<file path="config.mk">
export PLATFORM = sky130hd
export DESIGN_NAME = integer_to_base_digits_flat
export DESIGN_NICKNAME = d
export VERILOG_FILES = /design/src/rtl/itbd_pkg.sv /design/src/rtl/itbd_num_if.sv /design/src/rtl/itbd_char_if.sv /design/src/rtl/itbd_cfg_if.sv /design/src/rtl/integer_to_base_digits.sv /design/src/rtl/itbd_cfg_regs.sv /design/src/rtl/itbd_datapath.sv /design/src/rtl/itbd_ctrl.sv /design/src/flat_wrapper.sv
export SDC_FILE = /design/constraint.sdc
export NUM_CORES = 2
export LEC_CHECK = 0
export BUFFER_PORTS_ARGS = -buffer_cell sky130_fd_sc_hd__buf_2
export CAP_MARGIN = 20
export CORE_MARGIN = 2
export CORE_UTILIZATION = 35
export DETAILED_ROUTE_END_ITERATION = 10
export PLACE_DENSITY = 0.52
export SYNTH_ARGS = -nofsm -noshare
export SYNTH_HDL_FRONTEND = slang
export SYNTH_SLANG_ARGS = --single-unit
export TNS_END_PERCENT = 5
</file>
<file path="constraint.sdc">
create_clock -name clk -period 20.5 [get_ports clk]
set_clock_uncertainty 0.2 [all_clocks]
set_input_delay 2.05 -clock clk [delete_from_list [all_inputs] [get_ports clk]]
set_output_delay 2.05 -clock clk [all_outputs]
set_load 0.01 [all_outputs]
</file>
<file path="src/rtl/itbd_pkg.sv">
package itbd_pkg;

  localparam int MAX_BASE_DEF     = 16;
  localparam int NUMBER_WIDTH_DEF = 32;
  localparam int DIGIT_DEPTH_DEF  = 32;

  localparam int IN_W        = 32;
  localparam int CHAR_W      = 8;
  localparam int DIGIT_W     = 4;
  localparam int BASE_W      = 5;
  localparam int NUM_SYMBOLS = 16;
  localparam int CFG_IDX_W   = 2;
  localparam int CFG_DATA_W  = 64;

  localparam logic [CFG_IDX_W-1:0] REG_BASE_LENGTH  = 2'd0;
  localparam logic [CFG_IDX_W-1:0] REG_SYMBOLS_LOW  = 2'd1;
  localparam logic [CFG_IDX_W-1:0] REG_SYMBOLS_HIGH = 2'd2;

  localparam logic [BASE_W-1:0]     BASE_LENGTH_RST  = 5'd10;
  localparam logic [CFG_DATA_W-1:0] SYMBOLS_LOW_RST  = 64'h3736_3534_3332_3130;
  localparam logic [CFG_DATA_W-1:0] SYMBOLS_HIGH_RST = 64'h0000_0000_0000_3938;

  localparam logic [CHAR_W-1:0] CHAR_PLUS  = 8'h2B;
  localparam logic [CHAR_W-1:0] CHAR_MINUS = 8'h2D;

  typedef logic [NUM_SYMBOLS-1:0][CHAR_W-1:0] sym_table_t;

  typedef struct packed {
    logic load;
    logic div_init;
    logic div_step;
    logic emit_sign;
    logic emit_digit;
  } dp_cmd_t;

  typedef struct packed {
    logic negative;
    logic div_last;
    logic emit_last;
    logic out_free;
  } dp_status_t;

endpackage

</file>
<file path="src/rtl/itbd_num_if.sv">
interface itbd_num_if import itbd_pkg::*; ();
  logic                   valid;
  logic                   ready;
  logic signed [IN_W-1:0] number;

  modport source (output valid, output number, input ready);
  modport sink (input valid, input number, output ready);
endinterface

</file>
<file path="src/rtl/itbd_char_if.sv">
interface itbd_char_if import itbd_pkg::*; ();
  logic              valid;
  logic              ready;
  logic [CHAR_W-1:0] character;
  logic              last_char;

  modport source (output valid, output character, output last_char, input ready);
  modport sink (input valid, input character, input last_char, output ready);
endinterface

</file>
<file path="src/rtl/itbd_cfg_if.sv">
interface itbd_cfg_if import itbd_pkg::*; ();
  logic                  valid;
  logic                  ready;
  logic [CFG_IDX_W-1:0]  index;
  logic [CFG_DATA_W-1:0] data;

  modport source (output valid, output index, output data, input ready);
  modport sink (input valid, input index, input data, output ready);
endinterface

</file>
<file path="src/rtl/integer_to_base_digits.sv">
// Converts each signed number request into its text in a configurable radix of 2 to 16
// symbols, one character per output request, most significant digit first, with a leading
// '-' for negative numbers and last_char set on the final character; a base that is too
// short, too long, repeats a symbol or uses '+' or '-' gives no output. A request is taken
// only while no earlier number is being worked on, but the final character may still wait
// in the output register. A taken number is loaded and the base checked; then, for each
// digit, the divider works through the magnitude byte by byte from its highest non-zero
// byte down (the divider retires 8 quotient bits per cycle); then the sign and the digits
// go out one character per output request. With an invalid base the number is dropped
// after the check. There is no clearing pass after reset.
module integer_to_base_digits import itbd_pkg::*; #(
  parameter int MAX_BASE     = MAX_BASE_DEF,
  parameter int NUMBER_WIDTH = NUMBER_WIDTH_DEF,
  parameter int DIGIT_DEPTH  = DIGIT_DEPTH_DEF
) (
  input logic        clk,
  input logic        rst,
  itbd_cfg_if.sink   cfg,
  itbd_num_if.sink   numbers,
  itbd_char_if.source chars
);

  logic [BASE_W-1:0] base_length;
  sym_table_t        symbols;
  logic              base_ok;
  logic              in_ready;
  dp_cmd_t           cmd;
  dp_status_t        status;

  assign numbers.ready = in_ready;

  itbd_cfg_regs #(
    .MAX_BASE(MAX_BASE)
  ) u_cfg_regs (
    .clk        (clk),
    .rst        (rst),
    .cfg        (cfg),
    .base_length(base_length),
    .symbols    (symbols),
    .base_ok    (base_ok)
  );

  itbd_ctrl u_ctrl (
    .clk     (clk),
    .rst     (rst),
    .in_valid(numbers.valid),
    .in_ready(in_ready),
    .base_ok (base_ok),
    .status  (status),
    .cmd     (cmd)
  );

  itbd_datapath #(
    .NUMBER_WIDTH(NUMBER_WIDTH),
    .DIGIT_DEPTH (DIGIT_DEPTH)
  ) u_datapath (
    .clk        (clk),
    .rst        (rst),
    .number     (numbers.number),
    .cmd        (cmd),
    .status     (status),
    .base_length(base_length),
    .symbols    (symbols),
    .chars      (chars)
  );

endmodule

</file>
<file path="src/rtl/itbd_cfg_regs.sv">
module itbd_cfg_regs import itbd_pkg::*; #(
  parameter int MAX_BASE = MAX_BASE_DEF
) (
  input  logic              clk,
  input  logic              rst,
  itbd_cfg_if.sink          cfg,
  output logic [BASE_W-1:0] base_length,
  output sym_table_t        symbols,
  output logic              base_ok
);

  logic [CFG_DATA_W-1:0] symbols_low;
  logic [CFG_DATA_W-1:0] symbols_high;
  logic                  base_ok_next;

  assign cfg.ready = 1'b1;
  assign symbols   = {symbols_high, symbols_low};

  always_ff @(posedge clk) begin
    if (rst) begin
      base_length  <= BASE_LENGTH_RST;
      symbols_low  <= SYMBOLS_LOW_RST;
      symbols_high <= SYMBOLS_HIGH_RST;
    end else if (cfg.valid && cfg.ready) begin
      case (cfg.index)
        REG_BASE_LENGTH:  base_length  <= cfg.data[BASE_W-1:0];
        REG_SYMBOLS_LOW:  symbols_low  <= cfg.data;
        REG_SYMBOLS_HIGH: symbols_high <= cfg.data;
        default: ;
      endcase
    end
  end

  // length range, no sign symbols, all symbols in use distinct
  always_comb begin
    base_ok_next = (base_length >= BASE_W'(2)) && (base_length <= BASE_W'(MAX_BASE));
    for (int i = 0; i < NUM_SYMBOLS; i++) begin
      if (BASE_W'(i) < base_length) begin
        if (symbols[i] == CHAR_PLUS || symbols[i] == CHAR_MINUS) begin
          base_ok_next = 1'b0;
        end
        for (int j = i + 1; j < NUM_SYMBOLS; j++) begin
          if (BASE_W'(j) < base_length && symbols[i] == symbols[j]) begin
            base_ok_next = 1'b0;
          end
        end
      end
    end
  end

  always_ff @(posedge clk) begin
    if (rst) begin
      base_ok <= 1'b1;
    end else begin
      base_ok <= base_ok_next;
    end
  end

endmodule

</file>
<file path="src/rtl/itbd_datapath.sv">
module itbd_datapath import itbd_pkg::*; #(
  parameter int NUMBER_WIDTH = NUMBER_WIDTH_DEF,
  parameter int DIGIT_DEPTH  = DIGIT_DEPTH_DEF
) (
  input  logic              clk,
  input  logic              rst,
  input  logic [IN_W-1:0]   number,
  input  dp_cmd_t           cmd,
  output dp_status_t        status,
  input  logic [BASE_W-1:0] base_length,
  input  sym_table_t        symbols,
  itbd_char_if.source       chars
);

  localparam int CHUNKS = (NUMBER_WIDTH + 7) / 8;
  localparam int CH_W   = (CHUNKS > 1) ? $clog2(CHUNKS) : 1;
  localparam int MAG_W  = CHUNKS * 8;
  localparam int IDX_W  = $clog2(DIGIT_DEPTH);
  localparam int CNT_W  = $clog2(DIGIT_DEPTH + 1);

  logic [CHUNKS-1:0][7:0]   magnitude;
  logic                     negative;
  logic [DIGIT_W-1:0]       remainder;
  logic [CH_W-1:0]          chunk;
  logic [DIGIT_W-1:0]       digit_store [DIGIT_DEPTH];
  logic [CNT_W-1:0]         digit_count;
  logic [CNT_W-1:0]         rd_ptr;
  logic                     out_valid;
  logic [CHAR_W-1:0]        character;
  logic                     last_char;

  logic [NUMBER_WIDTH-1:0]  value;
  logic [NUMBER_WIDTH-1:0]  abs_value;
  logic [7:0]               quot;
  logic [DIGIT_W-1:0]       rem_step;
  logic [CHUNKS-1:0][7:0]   mag_step;
  logic                     digit_end;
  logic [CNT_W-1:0]         rd_dec;
  logic [IDX_W-1:0]         rd_idx;
  logic [DIGIT_W-1:0]       rd_digit;

  function automatic logic [CH_W-1:0] top_chunk(input logic [CHUNKS-1:0][7:0] m);
    logic [CH_W-1:0] res;
    res = '0;
    for (int c = 0; c < CHUNKS; c++) begin
      if (m[c] != 8'd0) begin
        res = CH_W'(c);
      end
    end
    return res;
  endfunction

  assign value     = number[NUMBER_WIDTH-1:0];
  assign abs_value = value[NUMBER_WIDTH-1] ? (~value + 1'b1) : value;

  // one byte of restoring division per cycle
  always_comb begin
    logic [DIGIT_W:0] t;
    logic [DIGIT_W-1:0] r;
    r    = remainder;
    quot = '0;
    for (int k = 7; k >= 0; k--) begin
      t = {r, magnitude[chunk][k]};
      if (t >= base_length) begin
        t       = t - base_length;
        quot[k] = 1'b1;
      end
      r = t[DIGIT_W-1:0];
    end
    rem_step = r;
    mag_step = magnitude;
    mag_step[chunk] = quot;
  end

  assign digit_end = (chunk == '0);
  assign rd_dec    = rd_ptr - CNT_W'(1);
  assign rd_idx    = rd_dec[IDX_W-1:0];
  assign rd_digit  = digit_store[rd_idx];

  assign status.negative  = negative;
  assign status.div_last  = digit_end &&
                            ((mag_step == '0) || (digit_count == CNT_W'(DIGIT_DEPTH - 1)));
  assign status.emit_last = (rd_ptr == CNT_W'(1));
  assign status.out_free  = !out_valid || chars.ready;

  assign chars.valid     = out_valid;
  assign chars.character = character;
  assign chars.last_char = last_char;

  always_ff @(posedge clk) begin
    if (rst) begin
      digit_count <= '0;
      rd_ptr      <= '0;
      out_valid   <= 1'b0;
    end else begin
      if (cmd.div_init) begin
        digit_count <= '0;
      end else if (cmd.div_step && digit_end) begin
        digit_count <= digit_count + CNT_W'(1);
        rd_ptr      <= digit_count + CNT_W'(1);
      end
      if (cmd.emit_digit) begin
        rd_ptr <= rd_dec;
      end
      if (cmd.emit_sign || cmd.emit_digit) begin
        out_valid <= 1'b1;
      end else if (chars.ready) begin
        out_valid <= 1'b0;
      end
    end
  end

  always_ff @(posedge clk) begin
    if (cmd.load) begin
      magnitude <= MAG_W'(abs_value);
      negative  <= value[NUMBER_WIDTH-1];
    end
    if (cmd.div_init) begin
      remainder <= '0;
      chunk     <= top_chunk(magnitude);
    end
    if (cmd.div_step) begin
      magnitude <= mag_step;
      if (digit_end) begin
        digit_store[digit_count[IDX_W-1:0]] <= rem_step;
        remainder <= '0;
        chunk     <= top_chunk(mag_step);
      end else begin
        remainder <= rem_step;
        chunk     <= chunk - CH_W'(1);
      end
    end
    if (cmd.emit_sign) begin
      character <= CHAR_MINUS;
      last_char <= 1'b0;
    end else if (cmd.emit_digit) begin
      character <= symbols[rd_digit];
      last_char <= status.emit_last;
    end
  end

`ifndef SYNTH
  a_count_bound: assert property (@(posedge clk) disable iff (rst)
    digit_count <= CNT_W'(DIGIT_DEPTH))
    else $error("digit count beyond store depth");

  a_emit_nonempty: assert property (@(posedge clk) disable iff (rst)
    cmd.emit_digit |-> rd_ptr != '0)
    else $error("digit emitted with no digit left");

  a_emit_loads: assert property (@(posedge clk) disable iff (rst)
    cmd.emit_digit |=> out_valid && last_char == (rd_ptr == '0))
    else $error("last flag out of step with read pointer");
`endif

endmodule

</file>
<file path="src/rtl/itbd_ctrl.sv">
module itbd_ctrl import itbd_pkg::*; (
  input  logic       clk,
  input  logic       rst,
  input  logic       in_valid,
  output logic       in_ready,
  input  logic       base_ok,
  input  dp_status_t status,
  output dp_cmd_t    cmd
);

  typedef enum logic [2:0] {
    ST_IDLE,
    ST_CHECK,
    ST_DIVIDE,
    ST_SIGN,
    ST_DIGITS
  } state_t;

  state_t state;
  state_t state_next;

  always_comb begin
    cmd        = '0;
    state_next = state;
    case (state)
      ST_IDLE: begin
        if (in_valid && in_ready) begin
          cmd.load   = 1'b1;
          state_next = ST_CHECK;
        end
      end
      ST_CHECK: begin
        if (base_ok) begin
          cmd.div_init = 1'b1;
          state_next   = ST_DIVIDE;
        end else begin
          state_next = ST_IDLE;
        end
      end
      ST_DIVIDE: begin
        cmd.div_step = 1'b1;
        if (status.div_last) begin
          state_next = status.negative ? ST_SIGN : ST_DIGITS;
        end
      end
      ST_SIGN: begin
        if (status.out_free) begin
          cmd.emit_sign = 1'b1;
          state_next    = ST_DIGITS;
        end
      end
      ST_DIGITS: begin
        if (status.out_free) begin
          cmd.emit_digit = 1'b1;
          if (status.emit_last) begin
            state_next = ST_IDLE;
          end
        end
      end
      default: state_next = ST_IDLE;
    endcase
  end

  always_ff @(posedge clk) begin
    if (rst) begin
      state    <= ST_IDLE;
      in_ready <= 1'b1;
    end else begin
      state    <= state_next;
      in_ready <= (state_next == ST_IDLE);
    end
  end

`ifndef SYNTH
  a_cmd_onehot: assert property (@(posedge clk) disable iff (rst)
    $onehot0(cmd))
    else $error("more than one datapath command");

  a_emit_free: assert property (@(posedge clk) disable iff (rst)
    (cmd.emit_sign || cmd.emit_digit) |-> status.out_free)
    else $error("output register overwritten");

  a_ready_idle: assert property (@(posedge clk) disable iff (rst)
    in_ready |-> state == ST_IDLE)
    else $error("request taken while busy");
`endif

endmodule
</file>
<file path="src/flat_wrapper.sv">
// flat-port wrapper written by rule: the top's interface ports become plain ports
module integer_to_base_digits_flat import itbd_pkg::*;
#(
  parameter int MAX_BASE     = MAX_BASE_DEF,
  parameter int NUMBER_WIDTH = NUMBER_WIDTH_DEF,
  parameter int DIGIT_DEPTH  = DIGIT_DEPTH_DEF
)
  (clk, rst, cfg_valid, cfg_index, cfg_data, cfg_ready, numbers_valid, numbers_number, numbers_ready, chars_valid, chars_character, chars_last_char, chars_ready);
  itbd_cfg_if cfg_i ();
  itbd_num_if numbers_i ();
  itbd_char_if chars_i ();
  input logic clk;
  input logic rst;
  input wire logic [$bits(cfg_i.valid)-1:0] cfg_valid;
  input wire logic [$bits(cfg_i.index)-1:0] cfg_index;
  input wire logic [$bits(cfg_i.data)-1:0] cfg_data;
  output wire logic [$bits(cfg_i.ready)-1:0] cfg_ready;
  input wire logic [$bits(numbers_i.valid)-1:0] numbers_valid;
  input wire logic [$bits(numbers_i.number)-1:0] numbers_number;
  output wire logic [$bits(numbers_i.ready)-1:0] numbers_ready;
  output wire logic [$bits(chars_i.valid)-1:0] chars_valid;
  output wire logic [$bits(chars_i.character)-1:0] chars_character;
  output wire logic [$bits(chars_i.last_char)-1:0] chars_last_char;
  input wire logic [$bits(chars_i.ready)-1:0] chars_ready;
  assign cfg_i.valid = cfg_valid;
  assign cfg_i.index = cfg_index;
  assign cfg_i.data = cfg_data;
  assign cfg_ready = cfg_i.ready;
  assign numbers_i.valid = numbers_valid;
  assign numbers_i.number = numbers_number;
  assign numbers_ready = numbers_i.ready;
  assign chars_valid = chars_i.valid;
  assign chars_character = chars_i.character;
  assign chars_last_char = chars_i.last_char;
  assign chars_i.ready = chars_ready;
  integer_to_base_digits #(.MAX_BASE(MAX_BASE), .NUMBER_WIDTH(NUMBER_WIDTH), .DIGIT_DEPTH(DIGIT_DEPTH)) u_core (.clk(clk), .rst(rst), .cfg(cfg_i), .numbers(numbers_i), .chars(chars_i));
endmodule
</file>
# After elaboration in Yosys (flattened, before gate mapping)
# Memory sizes are Yosys's and may differ from the RTL's.
# Cells that the tools add are included.
# Widths: inputs -> output; s select.
# word_totals
input_bits	103
latch_bits	0
mem_bits_rw	128
mem_bits_ro	0
mem_count	1
regBits	199
wordCells	601
output_inout_bits	12
# memory_table
memory	depth	width	read_ports	rd_clocked_by_memory_dff	wr	line_no	text
u_core.u_datapath.digit_store	32	4	1	0	1	itbd_datapath.sv:25	logic [DIGIT_W-1:0] digit_store [DIGIT_DEPTH];
# classes
n_reduce_logical	165
n_lt_le_gt_ge	29
n_addsub	12
shift	0
multipliers	0
muxes	214
div	0
bitwise_logic	1
n_eq_ne	161
# op_table
op	count
$eq 8x8->1	120
$eq 8x6->1 const B	32
$mux 1	175
$logic_and 1x1->1	125
$mux 32	3
$reduce_bool 8->1	6
$mux 4	11
$ge 5x5->1	8
$lt 4x5->1 const A	8
$add 32x1->32 const B	1
$bmux 8 s4	1
$bwmux 32	1
$logic_not 32->1	1
$not 32->32	1
$sub 4x4->4	8
$mux 8	3
$lt 3x5->1 const A	4
$logic_or 1x1->1	19
$mux 3	6
$mux 6	3
$bmux 8 s2	1
$demux 8 s2	1
$mux 2	8
$pmux 3 s5	1
other kinds (24)	35

# Depth between registers and ports, before layout
# logic_depth
word_depth	154
ltp_mapped	65
mapped_depth_nobuf	63

# By module
# Synthesis repeated with hierarchy kept, for this count alone.
# unflattened
hier_cells	3339
area_unflattened_um2	29620.9
# modules_own_cells
mod	area_each_um2	seq_area_each_um2	n_inst	cells_per_inst
itbd_cfg_regs	17505.5	2682.6	1	2288
itbd_datapath	11870.1	5455.2	1	1021
itbd_ctrl	245.2	80.1	1	30

# Least setup slack after synthesis
# OpenSTA, ideal clock, no wires.
# synth_path
kind	flip-flop to flip-flop
startpoint	reg u_core.u_cfg_regs.base_length[1]
endpoint	reg u_core.u_datapath.remainder[1] (data pin)
t_arrival_ns	13.955
stages_incl_launch_ff	61
t_required_ns	20.140
setup_slack_ns	6.184
n_path_buf	6
setup_time_ns	0.160
path_cell_list	dfxtp_1 clkbuf_1 inv_1 ha_1 nor2b_1 o21ai_0 nand2_1 a21o_1 a21oi_1 clkbuf_1 mux2i_1 ha_1 a21o_1 a21o_1 a21oi_1 clkbuf_1 mux2i_1 ha_1 (+25 left out) ha_1 nor2b_1 o21ai_0 a21boi_0 o21ai_0 nand2b_1 clkbuf_1 o21ai_0 inv_1 ha_1 nor2b_1 o21ai_0 a21boi_0 o21ai_0 nand2b_1 clkbuf_1 mux2i_1 nor3b_1
# synth_between
elab_chain_cells	18
elab_cells_between_ends	26
classes_between	add/sub: 8; order compare: 8; mux: 10
# synth_lines
element	line_no	text
from (decl)	itbd_cfg_regs.sv:7	output logic [BASE_W-1:0] base_length,
from (signal assigned)	itbd_cfg_regs.sv:26	REG_BASE_LENGTH: base_length <= cfg.data[BASE_W-1:0];
$sub 4x4->4 / $ge 5x5->1 (equally long branches)	itbd_datapath.sv:65, itbd_datapath.sv:64	
$mux 4	itbd_datapath.sv:64	if (t >= base_length) begin
$sub 4x4->4 / $ge 5x5->1 (equally long branches)	itbd_datapath.sv:65, itbd_datapath.sv:64	
$mux 4	itbd_datapath.sv:64	
$sub 4x4->4 / $ge 5x5->1 (equally long branches)	itbd_datapath.sv:65, itbd_datapath.sv:64	
$mux 4	itbd_datapath.sv:64	
$ge 5x5->1 / $sub 4x4->4 (equally long branches)	itbd_datapath.sv:64, itbd_datapath.sv:65	
$mux 4	itbd_datapath.sv:64	
(+3 left out)	--	
$mux 4	itbd_datapath.sv:64	
$ge 5x5->1 / $sub 4x4->4 (equally long branches)	itbd_datapath.sv:64, itbd_datapath.sv:65	
$mux 4	itbd_datapath.sv:64	
$sub 4x4->4 / $ge 5x5->1 (equally long branches)	itbd_datapath.sv:65, itbd_datapath.sv:64	
$mux 4 *	itbd_datapath.sv:64	
named net u_core.u_datapath.rem_step[1]	itbd_datapath.sv:35	logic [DIGIT_W-1:0] rem_step;
$mux 4 *	itbd_datapath.sv:124	if (digit_end) begin
$mux 4 *	itbd_datapath.sv:122	if (cmd.div_step) begin
to (signal assigned)	itbd_datapath.sv:129	remainder <= rem_step;
to (decl)	itbd_datapath.sv:23	logic [DIGIT_W-1:0] remainder;
# The timed path passes the listed nets; every way through them passes the cells marked *.
# A chain may end at the register's enable or synchronous reset.

# Final worst setup path
# layout_path
startpoint	reg u_core.u_cfg_regs.base_length[1]
endpoint	reg u_core.u_ctrl.state[1]
# layout_between
elab_chain_cells	22
elab_cells_between_ends	36
classes_between	add/sub: 7; order compare: 8; mux: 18; reduce/logical: 3
# layout_lines
element	line_no	text
$sub 4x4->4 / $ge 5x5->1 (equally long branches)	itbd_datapath.sv:65, itbd_datapath.sv:64	
$mux 4	itbd_datapath.sv:64	
$sub 4x4->4 / $ge 5x5->1 (equally long branches)	itbd_datapath.sv:65, itbd_datapath.sv:64	
$mux 4	itbd_datapath.sv:64	
$sub 4x4->4 / $ge 5x5->1 (equally long branches)	itbd_datapath.sv:65, itbd_datapath.sv:64	
$mux 4	itbd_datapath.sv:64	
$ge 5x5->1 / $sub 4x4->4 (equally long branches)	itbd_datapath.sv:64, itbd_datapath.sv:65	
$mux 4	itbd_datapath.sv:64	
(+6 left out)	--	
$ge 5x5->1	itbd_datapath.sv:64	
$mux 1	itbd_datapath.sv:64	
$bwmux 32 *	itbd_datapath.sv:72	mag_step[chunk] = quot;
$logic_not 32->1 *	itbd_datapath.sv:82	((mag_step == '0) || (digit_count == CNT_W'(DIGIT_DEPTH - 1)));
$logic_or 1x1->1 *	itbd_datapath.sv:82	
$logic_and 1x1->1 *	itbd_datapath.sv:81	assign status.div_last = digit_end &&
$mux 3 *	itbd_ctrl.sv:42	if (status.div_last) begin
$pmux 3 s5 *	itbd_ctrl.sv:25	case (state)
to (signal assigned)	itbd_ctrl.sv:69	state <= state_next;
to (decl)	itbd_ctrl.sv:19	state_t state;
# Mark *: on every way between the ends. The rest lies on a longest branch, timed or not.

==> impl_metrics.toml <==
[global_routing]
grt_first_pass_wirelength_mm = 167
gr-total-overflow = 0
antenna_found_initial = 5
grt_use_total_pct = 25.9
grt_pass1_vias = 24626
grt_start_max_net_pins = 65

[floorplan]
io-pin-count = 115
core_sq_um = 82000
start_util_pct = 35.4
dieWidth_um = 292
std_cell_rows = 105
fp.dieH_um = 292
die_area_sq_um = 85100

[cts]
cts_resized = 0
cts_hold_buf = 0
insertion_delay_ps = 600
cts.root.buffer_cell = "clkbuf_16"
numCtsBuffers = 39
cts_setup_buffers = 0
cts_tree = "yes"
cts_buffer_depth = 3
cts.clk_slew.worst_paths_ps = 50
cts_num_sinks = 327
htree_levels = 2

[logic_synthesis]
synth_compound_area_share_pct = 8.44
synth-edff-count = 167
async_flop_share_pct = 0
ys_warn_count = 0
ys_types = 77
syn-num-nets = 3503
ys_ff_latch = 327
synth_area_sq_um = 29000
netlist_instances = 3345
synth_top_family_by_area = "XOR/XNOR gates"
syn_avg_cell_area_sq_um = 8.66
muxShareOfSynthArea_pct = 6.70
ys_seq_area_share_pct = 28.4
yosys.area_share.adder_pct = 2.58
synth_ff_type = "edfxtp_1"
synth_simple_gate_area_share_pct = 17.2
yosys.area_share.xor_xnor_pct = 31.2

[drt]
wirelength_mm = 113
avgRoutedWirePerCell_um = 25.7
ant_nets = 0
vias = 25424
drc = 0
vias_per_cell = 5.78
dr.pass1.iters = 6
drt_iter0_drc = 2721

[run]
cap_violations = 0

[sta]
fmaxAchievable_mhz = 55.9
drv_slew = 0
report.final.setup_viol = 0
min_period_over_period_pct = 87.2
relSlewSlack_pct = 18.4
finalCriticalPeriod_ps = 17880
worst_pin_slew_ps = 1210
rsz0062_at_grt = "false"
hold_viol = 0
tns_ps = 0

[min_path]
hold_class = "reg -> reg"

[setup_path]
startpoint_type = "register"
crit_buf_inv = 6
crit_fanout = 16
endpoint_kind = "register"
crit_type = "reg -> reg"
critPathMaxStageDelay_ps = 900
cp_slowest_cell = "dfxtp_1"
required_ps = 20770
crit_arrival_ps = 18150
critPathTopFamily = "compound AO/OA/AOI/OAI gates"
crit_path_frequent_cell = "a21o_1"

[final_layout]
fin_nets = 3456
syn2layout_area_growth_pct = 10.2
drive_gt1_share_pct = 12.6
final_common_cell = "xnor2_1"
n_antenna_cell = 0
fill_cells = 8353
final_cell_mix = "xnor2_1 (667), nand2_1 (375), xor2_1 (362)"
final_area_sq_um = 32000

[place]
placed_area_sq_um = 30700
dp_hpwl_mm = 72.0
io_buffers = 113
gp_congestion = 1.01

[outcome]
status = "completed"
## logic make-up after synthesis
logic type,count (synthesis)
multiplexers,134
AO/OA/AOI/OAI,398
adder cells (fa/ha/maj),55
other,1
buffers and inverters,395
AND/OR/NAND/NOR,1004
XOR/XNOR,1031
flip-flops,327
## final timing paths
check | start | end | slack, ps | depth (start not counted)
hold / removal | u_core.u_cfg_regs.symbols_high[16] | u_core.u_cfg_regs.symbols_high[16] | 250 | 2
setup / recovery | u_core.u_cfg_regs.base_length[1] | u_core.u_ctrl.state[1] | 2620 | 61
setup reg to reg | u_core.u_cfg_regs.base_length[1] | u_core.u_ctrl.state[1] | 2620 | 61
hold reg to reg | u_core.u_cfg_regs.symbols_high[16] | u_core.u_cfg_regs.symbols_high[16] | 250 | 2
## metrics by stage
step	hold slack, ps	instances	worst slack, ps	utilization [%]
after floorplan	282	3345	6180	-
after global placement	246	4327	3090	37.4
after detailed placement	248	4327	2630	37.4
after CTS	256	4399	2620	39.0
after global routing	286	4399	1090	39.0
final	255	4399	2620	39.0
## worst min-delay path, delay by kind of cell, from the launching register on
family / cells / cell delay (ps)
AO/OA/AOI/OAI: 1 / 50
AND/OR/NAND/NOR: 1 / 50
flip-flops: 1 / 300
## registers in the layout, summed over array words and instances (netlist names), 2 cells and up
name and cells:
u_core.u_cfg_regs.base_length 5, u_core.u_cfg_regs.symbols_high 64, u_core.u_cfg_regs.symbols_low 64, u_core.u_ctrl.state 3
u_core.u_datapath.chars.character 8, u_core.u_datapath.chunk 2, u_core.u_datapath.digit_count 6, u_core.u_datapath.digit_store 128
u_core.u_datapath.magnitude 32, u_core.u_datapath.rd_ptr 6, u_core.u_datapath.remainder 4
## synth_stat cells, types with 11 or more instances
| library cell | count | area (sq um) |
|---|---|---|
| o31ai_1 | 11 | 82.6 |
| mux4_2 | 29 | 653 |
| nand2_1 | 375 | 1410 |
| nand4_1 | 159 | 995 |
| nand3_1 | 84 | 420 |
| edfxtp_1 | 167 | 5010 |
| nor3_1 | 71 | 355 |
| nand2b_1 | 11 | 68.8 |
| a31oi_1 | 45 | 282 |
| nor2_1 | 104 | 390 |
| a22oi_1 | 12 | 90.1 |
| xnor2_1 | 667 | 5840 |
| clkbuf_1 | 225 | 845 |
| mux2i_1 | 69 | 691 |
| a32oi_1 | 17 | 149 |
| a21o_1 | 14 | 105 |
| ha_1 | 47 | 588 |
| buf_1 | 86 | 323 |
| buf_2 | 39 | 195 |
| or3_1 | 11 | 68.8 |
| dfxtp_1 | 160 | 3200 |
| inv_1 | 29 | 109 |
| a21oi_1 | 166 | 831 |
| mux4_1 | 12 | 315 |
| nor4_1 | 114 | 713 |
| xor2_1 | 362 | 3170 |
| o211ai_1 | 12 | 90.1 |
| mux2_2 | 23 | 259 |
| a211oi_1 | 18 | 135 |
| o21ai_0 | 58 | 290 |
| nor2b_1 | 18 | 113 |
## layer usage
layer,track usage (%),wire (um),vias to the layer above
li1,-,-,11457
met1,33.5,46600,12340
met2,41.1,50400,1253
met3,4.67,9340,366
met4,13.8,6500,8
met5,0,36,-
## final cells by class
class / instances / area (sq um) / area share [%]
well taps: 1070 / 1340 / 4.19
multi-input cells: 2623 / 19200 / 60.1
inverters: 32 / 120 / 0.376
repair buffers: 275 / 1780 / 5.58
flip-flops and latches: 327 / 8220 / 25.7
clock buffers: 55 / 1120 / 3.50
clock inverters: 17 / 158 / 0.493
Power is not shown: default switching activity piles up to over one toggle a cycle in this logic, so the estimate is an artifact.
